===== src/sv/ttp_pkg.sv =====
`timescale 1ns / 1ps
// ----------------------------------------------------------------------------
// ttp_pkg
// Shared constants and controller/datapath handshake types for the
// loop-point time tag parser.
// ----------------------------------------------------------------------------
package ttp_pkg;

  // character codes
  localparam logic [7:0] CH_COLON = 8'h3A;
  localparam logic [7:0] CH_DOT   = 8'h2E;
  localparam logic [7:0] CH_ZERO  = 8'h30;
  localparam logic [7:0] CH_NINE  = 8'h39;

  // sizes
  localparam int TIME_FIELDS_DEF = 3;
  localparam int FRAC_DIGITS     = 3;
  localparam int VALUE_W         = 32;
  localparam int CHAR_W          = 8;
  localparam int DIGIT_W         = 4;
  localparam int FRAC_SUM_W      = 10;

  // conversion factors
  localparam logic [VALUE_W-1:0] MUL_FIELD = 32'd60;
  localparam logic [VALUE_W-1:0] MUL_MS    = 32'd1000;

  // commands from controller to datapath
  typedef struct packed {
    logic take;   // accepted beat, parse its character
    logic step;   // fold next field into the time total
    logic ms;     // scale to milliseconds and add fraction
    logic load;   // capture result and clear parse state
  } ttp_cmd_t;

  // status from datapath to controller
  typedef struct packed {
    logic err;         // tag already malformed
    logic samp;        // no colon seen, sample count
    logic last_field;  // fold pointer at the final field
  } ttp_sts_t;

endpackage


===== src/sv/ttp_if.sv =====
`timescale 1ns / 1ps
// ----------------------------------------------------------------------------
// ttp_in_if / ttp_out_if
// Valid/ready channels for tag characters in and parse results out.
// ----------------------------------------------------------------------------
interface ttp_in_if;
  logic                       valid;
  logic                       ready;
  logic [ttp_pkg::CHAR_W-1:0] ch;
  logic                       no_char;
  logic                       last;

  modport source (output valid, ch, no_char, last, input ready);
  modport sink   (input valid, ch, no_char, last, output ready);
endinterface

interface ttp_out_if;
  logic                        valid;
  logic                        ready;
  logic                        valid_res;
  logic                        is_count;
  logic [ttp_pkg::VALUE_W-1:0] time_value;

  modport source (output valid, valid_res, is_count, time_value, input ready);
  modport sink   (input valid, valid_res, is_count, time_value, output ready);
endinterface


===== src/sv/ttp_datapath.sv =====
`timescale 1ns / 1ps
// ----------------------------------------------------------------------------
// ttp_datapath
// Parse state (field accumulators, fraction digits, mode flags), the
// time-to-milliseconds fold register and the result register.
// ----------------------------------------------------------------------------
module ttp_datapath #(
  parameter int TIME_FIELDS = ttp_pkg::TIME_FIELDS_DEF
) (
  input  logic                        clk,
  input  logic                        rst_n,
  input  logic [ttp_pkg::CHAR_W-1:0]  ch,
  input  logic                        no_char,
  input  ttp_pkg::ttp_cmd_t           cmd,
  output ttp_pkg::ttp_sts_t           sts,
  output logic                        valid_res,
  output logic                        is_count,
  output logic [ttp_pkg::VALUE_W-1:0] time_value
);

  localparam int FIDX_W = (TIME_FIELDS > 1) ? $clog2(TIME_FIELDS) : 1;
  localparam logic [FIDX_W-1:0] FIDX_TOP = FIDX_W'(TIME_FIELDS - 1);
  localparam logic [1:0] FRAC_MAX = 2'(ttp_pkg::FRAC_DIGITS);

  logic [ttp_pkg::VALUE_W-1:0] field_acc_r [TIME_FIELDS];
  logic [ttp_pkg::VALUE_W-1:0] field_acc_nxt [TIME_FIELDS];
  logic [ttp_pkg::DIGIT_W-1:0] frac_digit_r [ttp_pkg::FRAC_DIGITS];
  logic [ttp_pkg::DIGIT_W-1:0] frac_digit_nxt [ttp_pkg::FRAC_DIGITS];
  logic [FIDX_W-1:0]           field_index_r, field_index_nxt;
  logic [1:0]                  frac_count_r, frac_count_nxt;
  logic                        sample_mode_r, sample_mode_nxt;
  logic                        in_fraction_r, in_fraction_nxt;
  logic                        error_seen_r, error_seen_nxt;
  logic [ttp_pkg::VALUE_W-1:0] t_r, t_nxt;
  logic [FIDX_W-1:0]           idx_r, idx_nxt;
  logic                        valid_res_r, valid_res_nxt;
  logic                        is_count_r, is_count_nxt;
  logic [ttp_pkg::VALUE_W-1:0] time_value_r, time_value_nxt;

  logic [ttp_pkg::DIGIT_W-1:0]    digit;
  logic [ttp_pkg::VALUE_W-1:0]    acc_cur;
  logic [ttp_pkg::FRAC_SUM_W-1:0] frac_sum;

  assign digit   = ttp_pkg::DIGIT_W'(ch - ttp_pkg::CH_ZERO);
  assign acc_cur = field_acc_r[field_index_r];

  // fraction digits weighted as hundreds, tens, units
  assign frac_sum = ttp_pkg::FRAC_SUM_W'(frac_digit_r[0]) * 10'd100
                  + ttp_pkg::FRAC_SUM_W'(frac_digit_r[1]) * 10'd10
                  + ttp_pkg::FRAC_SUM_W'(frac_digit_r[2]);

  assign sts.err        = error_seen_r;
  assign sts.samp       = sample_mode_r;
  assign sts.last_field = (idx_r == field_index_r);

  // next-state logic
  always_comb begin
    field_acc_nxt   = field_acc_r;
    frac_digit_nxt  = frac_digit_r;
    field_index_nxt = field_index_r;
    frac_count_nxt  = frac_count_r;
    sample_mode_nxt = sample_mode_r;
    in_fraction_nxt = in_fraction_r;
    error_seen_nxt  = error_seen_r;
    t_nxt           = t_r;
    idx_nxt         = idx_r;
    valid_res_nxt   = valid_res_r;
    is_count_nxt    = is_count_r;
    time_value_nxt  = time_value_r;

    // character parse
    if (cmd.take && !no_char && !error_seen_r) begin
      if (ch inside {[ttp_pkg::CH_ZERO:ttp_pkg::CH_NINE]}) begin
        if (in_fraction_r) begin
          if (frac_count_r < FRAC_MAX) begin
            frac_digit_nxt[frac_count_r] = digit;
            frac_count_nxt = frac_count_r + 2'd1;
          end
        end else begin
          field_acc_nxt[field_index_r] = (acc_cur << 3) + (acc_cur << 1)
                                       + ttp_pkg::VALUE_W'(digit);
        end
      end else if (ch == ttp_pkg::CH_COLON) begin
        if (in_fraction_r) begin
          error_seen_nxt = 1'b1;
        end else begin
          sample_mode_nxt = 1'b0;
          if (field_index_r == FIDX_TOP) begin
            error_seen_nxt = 1'b1;
          end else begin
            field_index_nxt = field_index_r + 1'b1;
          end
        end
      end else if (ch == ttp_pkg::CH_DOT) begin
        if (sample_mode_r || in_fraction_r) begin
          error_seen_nxt = 1'b1;
        end else begin
          in_fraction_nxt = 1'b1;
        end
      end else begin
        error_seen_nxt = 1'b1;
      end
    end

    // fold one field: t = t*60 + field
    if (cmd.step) begin
      t_nxt = t_r * ttp_pkg::MUL_FIELD + field_acc_r[idx_r];
      if (!sts.last_field) begin
        idx_nxt = idx_r + 1'b1;
      end
    end

    // scale to milliseconds
    if (cmd.ms) begin
      t_nxt = t_r * ttp_pkg::MUL_MS + ttp_pkg::VALUE_W'(frac_sum);
    end

    // capture result, clear for next tag
    if (cmd.load) begin
      if (error_seen_r) begin
        valid_res_nxt  = 1'b0;
        is_count_nxt   = 1'b0;
        time_value_nxt = '0;
      end else if (sample_mode_r) begin
        valid_res_nxt  = 1'b1;
        is_count_nxt   = 1'b1;
        time_value_nxt = field_acc_r[0];
      end else begin
        valid_res_nxt  = 1'b1;
        is_count_nxt   = 1'b0;
        time_value_nxt = t_r;
      end
      for (int i = 0; i < TIME_FIELDS; i++) field_acc_nxt[i] = '0;
      for (int i = 0; i < ttp_pkg::FRAC_DIGITS; i++) frac_digit_nxt[i] = '0;
      field_index_nxt = '0;
      frac_count_nxt  = '0;
      sample_mode_nxt = 1'b1;
      in_fraction_nxt = 1'b0;
      error_seen_nxt  = 1'b0;
      t_nxt           = '0;
      idx_nxt         = '0;
    end
  end

  // parse and fold state
  always_ff @(posedge clk) begin
    if (!rst_n) begin
      for (int i = 0; i < TIME_FIELDS; i++) field_acc_r[i] <= '0;
      for (int i = 0; i < ttp_pkg::FRAC_DIGITS; i++) frac_digit_r[i] <= '0;
      field_index_r <= '0;
      frac_count_r  <= '0;
      sample_mode_r <= 1'b1;
      in_fraction_r <= 1'b0;
      error_seen_r  <= 1'b0;
      t_r           <= '0;
      idx_r         <= '0;
    end else begin
      field_acc_r   <= field_acc_nxt;
      frac_digit_r  <= frac_digit_nxt;
      field_index_r <= field_index_nxt;
      frac_count_r  <= frac_count_nxt;
      sample_mode_r <= sample_mode_nxt;
      in_fraction_r <= in_fraction_nxt;
      error_seen_r  <= error_seen_nxt;
      t_r           <= t_nxt;
      idx_r         <= idx_nxt;
    end
  end

  // result register
  always_ff @(posedge clk) begin
    valid_res_r  <= valid_res_nxt;
    is_count_r   <= is_count_nxt;
    time_value_r <= time_value_nxt;
  end

  assign valid_res  = valid_res_r;
  assign is_count   = is_count_r;
  assign time_value = time_value_r;

endmodule


===== src/sv/ttp_ctrl.sv =====
`timescale 1ns / 1ps
// ----------------------------------------------------------------------------
// ttp_ctrl
// Sequencer: takes character beats, runs the field fold and millisecond
// scaling after the last beat, and owns the result valid flag.
// ----------------------------------------------------------------------------
module ttp_ctrl (
  input  logic              clk,
  input  logic              rst_n,
  input  logic              in_valid,
  input  logic              in_last,
  output logic              in_ready,
  output logic              out_valid,
  input  logic              out_ready,
  input  ttp_pkg::ttp_sts_t sts,
  output ttp_pkg::ttp_cmd_t cmd
);

  typedef enum logic [1:0] {
    S_IDLE,
    S_FIELD,
    S_MS,
    S_LOAD
  } state_t;

  state_t state_r;
  logic   out_valid_r;

  assign in_ready  = (state_r == S_IDLE);
  assign out_valid = out_valid_r;

  // commands
  assign cmd.take = in_valid && in_ready;
  assign cmd.step = (state_r == S_FIELD) && !sts.err && !sts.samp;
  assign cmd.ms   = (state_r == S_MS);
  assign cmd.load = (state_r == S_LOAD) && (!out_valid_r || out_ready);

  // state and result valid
  always_ff @(posedge clk) begin
    if (!rst_n) begin
      state_r     <= S_IDLE;
      out_valid_r <= 1'b0;
    end else begin
      case (state_r)
        S_IDLE: begin
          if (cmd.take && in_last) state_r <= S_FIELD;
        end
        S_FIELD: begin
          if (sts.err || sts.samp) state_r <= S_LOAD;
          else if (sts.last_field) state_r <= S_MS;
        end
        S_MS: begin
          state_r <= S_LOAD;
        end
        S_LOAD: begin
          if (cmd.load) state_r <= S_IDLE;
        end
        default: begin
          state_r <= S_IDLE;
        end
      endcase

      if (cmd.load) out_valid_r <= 1'b1;
      else if (out_ready) out_valid_r <= 1'b0;
    end
  end

endmodule


===== src/sv/time_tag_parser_top.sv =====
`timescale 1ns / 1ps
// ----------------------------------------------------------------------------
// time_tag_parser_top
// Character-serial parser for loop-point tags (sample count or HH:MM:SS.fff).
// ----------------------------------------------------------------------------
// Each beat carries one tag character; a beat with last set closes the tag and
// produces one result (validity, samples/time flag, value in samples or
// milliseconds modulo 2^32). A non-last beat leaves the sequencer idle. After
// a last beat an error or a sample count goes from S_FIELD to S_LOAD; a time
// value stays in S_FIELD for the n time fields present (at most TIME_FIELDS),
// since the fold t = t*60 + field runs one field a cycle through a single
// constant multiplier, then passes through S_MS for the millisecond scaling
// and on to S_LOAD. The result sits in an output register, so the next tag's
// characters are taken while it waits; after a further last beat the input
// stalls until that register has been read and the new result is loaded.
// ----------------------------------------------------------------------------
module time_tag_parser_top #(
  parameter int TIME_FIELDS = ttp_pkg::TIME_FIELDS_DEF
) (
  input logic       clk,
  input logic       rst_n,
  ttp_in_if.sink    in_if,
  ttp_out_if.source out_if
);

  ttp_pkg::ttp_cmd_t cmd;
  ttp_pkg::ttp_sts_t sts;

  // sequencer
  ttp_ctrl u_ctrl (
    .clk       (clk),
    .rst_n     (rst_n),
    .in_valid  (in_if.valid),
    .in_last   (in_if.last),
    .in_ready  (in_if.ready),
    .out_valid (out_if.valid),
    .out_ready (out_if.ready),
    .sts       (sts),
    .cmd       (cmd)
  );

  // parse state and arithmetic
  ttp_datapath #(
    .TIME_FIELDS (TIME_FIELDS)
  ) u_datapath (
    .clk        (clk),
    .rst_n      (rst_n),
    .ch         (in_if.ch),
    .no_char    (in_if.no_char),
    .cmd        (cmd),
    .sts        (sts),
    .valid_res  (out_if.valid_res),
    .is_count   (out_if.is_count),
    .time_value (out_if.time_value)
  );

endmodule


===== src/flat_wrapper.sv =====
// flat-port wrapper written by rule: the top's interface ports become plain ports
module time_tag_parser_top_flat 
#(
  parameter int TIME_FIELDS = ttp_pkg::TIME_FIELDS_DEF
)
  (clk, rst_n, in_if_valid, in_if_ch, in_if_no_char, in_if_last, in_if_ready, out_if_valid, out_if_valid_res, out_if_is_count, out_if_time_value, out_if_ready);
  ttp_in_if in_if_i ();
  ttp_out_if out_if_i ();
  input logic clk;
  input logic rst_n;
  input wire logic [$bits(in_if_i.valid)-1:0] in_if_valid;
  input wire logic [$bits(in_if_i.ch)-1:0] in_if_ch;
  input wire logic [$bits(in_if_i.no_char)-1:0] in_if_no_char;
  input wire logic [$bits(in_if_i.last)-1:0] in_if_last;
  output wire logic [$bits(in_if_i.ready)-1:0] in_if_ready;
  output wire logic [$bits(out_if_i.valid)-1:0] out_if_valid;
  output wire logic [$bits(out_if_i.valid_res)-1:0] out_if_valid_res;
  output wire logic [$bits(out_if_i.is_count)-1:0] out_if_is_count;
  output wire logic [$bits(out_if_i.time_value)-1:0] out_if_time_value;
  input wire logic [$bits(out_if_i.ready)-1:0] out_if_ready;
  assign in_if_i.valid = in_if_valid;
  assign in_if_i.ch = in_if_ch;
  assign in_if_i.no_char = in_if_no_char;
  assign in_if_i.last = in_if_last;
  assign in_if_ready = in_if_i.ready;
  assign out_if_valid = out_if_i.valid;
  assign out_if_valid_res = out_if_i.valid_res;
  assign out_if_is_count = out_if_i.is_count;
  assign out_if_time_value = out_if_i.time_value;
  assign out_if_i.ready = out_if_ready;
  time_tag_parser_top #(.TIME_FIELDS(TIME_FIELDS)) u_core (.clk(clk), .rst_n(rst_n), .in_if(in_if_i), .out_if(out_if_i));
endmodule

===== config.mk =====
export PLATFORM = sky130hd
export DESIGN_NAME = time_tag_parser_top_flat
export DESIGN_NICKNAME = d
export VERILOG_FILES = /design/src/sv/ttp_pkg.sv /design/src/sv/ttp_if.sv /design/src/sv/ttp_datapath.sv /design/src/sv/ttp_ctrl.sv /design/src/sv/time_tag_parser_top.sv /design/src/flat_wrapper.sv
export SDC_FILE = /design/constraint.sdc
export NUM_CORES = 1
export LEC_CHECK = 0
export CAP_MARGIN = 25
export CORE_ASPECT_RATIO = 0.5
export CORE_UTILIZATION = 40
export DETAILED_ROUTE_END_ITERATION = 8
export DONT_BUFFER_PORTS = 1
export GPL_TIMING_DRIVEN = 0
export PLACE_DENSITY_LB_ADDON = 0.3
export SKIP_CTS_REPAIR_TIMING = 1
export SYNTH_ARGS = -nofsm -noshare
export SYNTH_HDL_FRONTEND = slang
export SYNTH_HIERARCHICAL = 1
export SYNTH_SLANG_ARGS = --single-unit

===== constraint.sdc =====
create_clock -name clk -period 6.17 [get_ports clk]
set_input_delay 0 -clock clk [delete_from_list [all_inputs] [get_ports clk]]
set_output_delay 0 -clock clk [all_outputs]
set_load 0.005 [all_outputs]

==> results.json <==
{
  "status": "complete, but fails checks",
  "failed_checks": "negative hold slack, negative setup slack",
  "syn_nets": 2639,
  "rrSetupSlack_ps": -20,
  "cts_tree": "built",
  "drv_cap": 0,
  "synthAdderAreaFrac_pct": 27.7,
  "min_period_ps": 6190,
  "crit_path_start": "u_core/u_datapath/t_r[6]",
  "muxShareOfSynthArea_pct": 5.43,
  "setup_ws_ps": -17.0,
  "skew_ps": 8.98,
  "yosysWarningCount": 6,
  "die_y_um": 157,
  "synth-seq-area-share_pct": 21.2,
  "tightest_slew_ps": 980,
  "slew_violations": 0,
  "pwr-share-seq_pct": 15.9,
  "areaGrowthSynthToFinish_pct": 12.6,
  "rsz0062_at_grt": "true",
  "antenna_cells": 0,
  "fp.dieArea_mm2": 0.0489,
  "setup-tns-final_ps": -17.0,
  "synthSimpleGateAreaFrac_pct": 14.6,
  "final_core_util_pct": 45.9,
  "wl_mm": 57.2,
  "synth_ff_type": "dfxtp_1",
  "vdd_drop_max_mv": 0.276,
  "synth_area_mm2": 0.0192,
  "fmax_mhz": 162,
  "synth-seq-cells": 186,
  "ant_nets": 0,
  "hold_violations": 2,
  "critical_path_class": "reg -> reg",
  "hold_path.class": "in -> reg",
  "powerDensity_mw_per_mm2": 448,
  "cp-end-kind": "register",
  "numClockSinks": 186,
  "grt_overflow": 0,
  "ios": 50,
  "drc": 0,
  "p_sw_share_pct": 52.0,
  "p_leak_nw": 9.33,
  "drt_iter0_drc": 1384,
  "worst_ep_arrival_time_ps": 6570,
  "grt_pass1_wl_mm": 86.2,
  "internal-power_mw": 4.65,
  "holdWs_ps": -16.0,
  "initial_core_util_pct": 40.8,
  "power_frac_comb_pct": 73.0,
  "clk_pin_slew_worst_paths_ps": 80,
  "synthXorXnorAreaFrac_pct": 6.57,
  "antenna_found_initial": 0,
  "wire_per_inst_um": 18.9,
  "netlist-cell-type-count": 81,
  "r2r-start": "u_core/u_datapath/t_r[6]",
  "grt_pass1_vias": 15300,
  "detailed_place_hpwl_mm": 44.8,
  "start_kind": "register",
  "setup_violations": 1,
  "finalCritPeriodShare_pct": 100,
  "port_buffers": 0,
  "track_usage_pct": 22.6,
  "placementRows": 56,
  "worstSkewPairLatency_ps": 440,
  "synth-edff-count": 34,
  "grt_max_degree": 37,
  "gp_congestion": 0.946,
  "critical_path.endpoint": "u_core/u_datapath/t_r[31]",
  "fillers": 4553,
  "htreeDepth": 4,
  "drive_gt1_share_pct": 8.99,
  "critPathMaxFanout": 7,
  "viasPerCell": 5.53,
  "clockBufferDepth": 2,
  "synth_top_family_by_area": "adder cells",
  "r2r_end": "u_core/u_datapath/t_r[31]",
  "relSlewSlack_pct": 34.7,
  "reg2reg_depth": 26,
  "cts_buffers": 17,
  "first_pass_iters": 6,
  "p_total_mw": 9.69,
  "critical_path_required_ps": 6550,
  "p_clk_share_pct": 11.1,
  "dieWidth_um": 312,
  "dpl-instance-area_mm2": 0.0200,
  "core_mm2": 0.0471,
  "nets": 2738,
  "ys_async_sr_fraction_pct": 0,
  "p_switching_mw": 5.04,
  "syn_area_per_cell_um2": 8.42,
  "synthCells": 2279,
  "vias": 16800,
  "final_area_mm2": 0.0216,
  "cts-root-buf": "clkbuf_16",
  "synth_compound_area_share_pct": 18.3
}
[routing by layer]
metal / up-vias / routed length, um / track usage [%]
li1: 8051 / - / -
met1: 8062 / 26300 / 32.7
met2: 559 / 24300 / 34.6
met3: 84 / 5310 / 4.08
met4: 0 / 1240 / 5.53
met5: - / 0 / 0
[worst min-delay path by stage]
stage / endpoint / cells after the start / slack [ps] / from
final: u_core/u_datapath/error_seen_r / 4 / -20 / in_if_ch[3]
after global routing: u_core/u_datapath/field_index_r[0] / 4 / 30 / in_if_ch[4]
after detailed placement: u_core/u_ctrl/out_valid / 1 / 120 / rst_n
after floorplan: u_core/u_ctrl/out_valid / 1 / 120 / rst_n
after CTS: u_core/u_ctrl/out_valid / 1 / -330 / rst_n
after global placement: u_core/u_ctrl/out_valid / 1 / 120 / rst_n
[cell usage in the layout, fill, tap and decap left out, types with 52 or more instances in the layout]
cell type,instances
o21ai_0,126
dfxtp_1,135
nor2_1,144
buf_4,71
inv_1,215
mux2i_1,103
xnor2_1,100
ha_1,205
nand3_1,52
fa_1,122
nand2_1,295
a21oi_1,192
clkbuf_1,66
[logic make-up after synthesis]
kind of cell / after synthesis
muxes: 104
AOI/OAI and AO/OA: 557
adders and majority gates: 346
and+or+nand+nor: 624
DFF: 186
buffers and inverters: 318
xor gates and xnor gates: 144
[metrics by stage]
stage | cells | worst slack [ps]
floorplan | 2279 | 44.2
global placement | 2917 | -725
detailed placement | 2917 | -756
CTS | 2949 | -824
global route | 3029 | -298
finish | 3029 | -17.0
[worst max-delay path: stages (launching register included)]
cell and delay, ps:
dfxtp_4 390, clkinvlp_4 170, buf_6 160, fa_2 480
fa_1 590, inv_2 60, ha_4 220, and4_4 160
a31o_4 220, a311o_1 310, o21ai_1 150, nand2b_1 60
a21o_1 170, a21oi_2 110, o21bai_1 90, xor2_1 290
ha_4 280, a31o_4 250, a221oi_2 270, o21ai_2 140
a2111oi_4 450, o31ai_2 130, a31oi_1 220, xnor2_1 160
xnor2_1 120, a2111oi_2 320, a31o_2 150
[area by class of cell]
type / instances / area, um2 / area share (%)
multi-input cells: 1775 / 14200 / 65.8
flip-flops and latches: 186 / 4120 / 19.1
clock inverters: 15 / 139 / 0.643
repair buffers: 82 / 647 / 2.99
plain buffers: 84 / 333 / 1.54
clock buffers: 17 / 425 / 1.97
well taps: 638 / 798 / 3.69
inverters: 232 / 923 / 4.27
[power groups by stage]
stage	combinational (mW)	sequential (mW)	clock (mW)
global route	7.87	1.56	1.14
global placement	6.33	1.55	0
finish	7.08	1.54	1.07
CTS	6.48	1.53	1.08
detailed placement	6.41	1.55	0
floorplan	4.97	1.46	0
[Yosys cell counts (4+ instances only)]
library cell | number | area share, %
nor3b_1 | 9 | 0.35
mux2i_1 | 103 | 5.4
a31oi_1 | 10 | 0.33
a211o_1 | 7 | 0.32
nor3_1 | 28 | 0.73
o211a_1 | 5 | 0.26
a211oi_1 | 47 | 1.8
nor2b_1 | 16 | 0.52
and3_1 | 8 | 0.26
a311oi_1 | 4 | 0.18
o31ai_1 | 5 | 0.20
edfxtp_1 | 34 | 5.3
xnor2_1 | 104 | 4.7
clkbuf_1 | 69 | 1.3
a31o_2 | 4 | 0.18
nand3_1 | 52 | 1.4
nand4_1 | 10 | 0.33
a2111oi_0 | 7 | 0.32
nand2b_1 | 18 | 0.59
and2_1 | 11 | 0.36
or3_1 | 6 | 0.20
nor2_1 | 144 | 2.8
xor2_1 | 40 | 1.8
o21ai_0 | 132 | 3.4
ha_1 | 215 | 14
a21o_1 | 45 | 1.8
o21bai_1 | 21 | 0.82
inv_1 | 231 | 4.5
buf_1 | 11 | 0.22
o211ai_1 | 5 | 0.20
o21a_1 | 19 | 0.74
a21oi_1 | 195 | 5.1
fa_1 | 131 | 14
a221oi_1 | 7 | 0.32
nand2_1 | 296 | 5.8
dfxtp_1 | 152 | 16
and4_1 | 7 | 0.32
[flip-flops by register name, indices dropped and copies added, names as in the netlist, 2 cells and up]
| name | cells |
|---|---|
| u_core/u_datapath/frac_count_r | 2 |
| u_core/u_ctrl/state_r | 2 |
| u_core/u_datapath/idx_r | 2 |
| u_core/u_datapath/field_acc_r | 96 |
| u_core/u_datapath/frac_digit_r | 12 |
| u_core/u_datapath/time_value | 32 |
| u_core/u_datapath/t_r | 32 |
| u_core/u_datapath/field_index_r | 2 |
No activity file was read; power rests on OpenSTA's default activity.
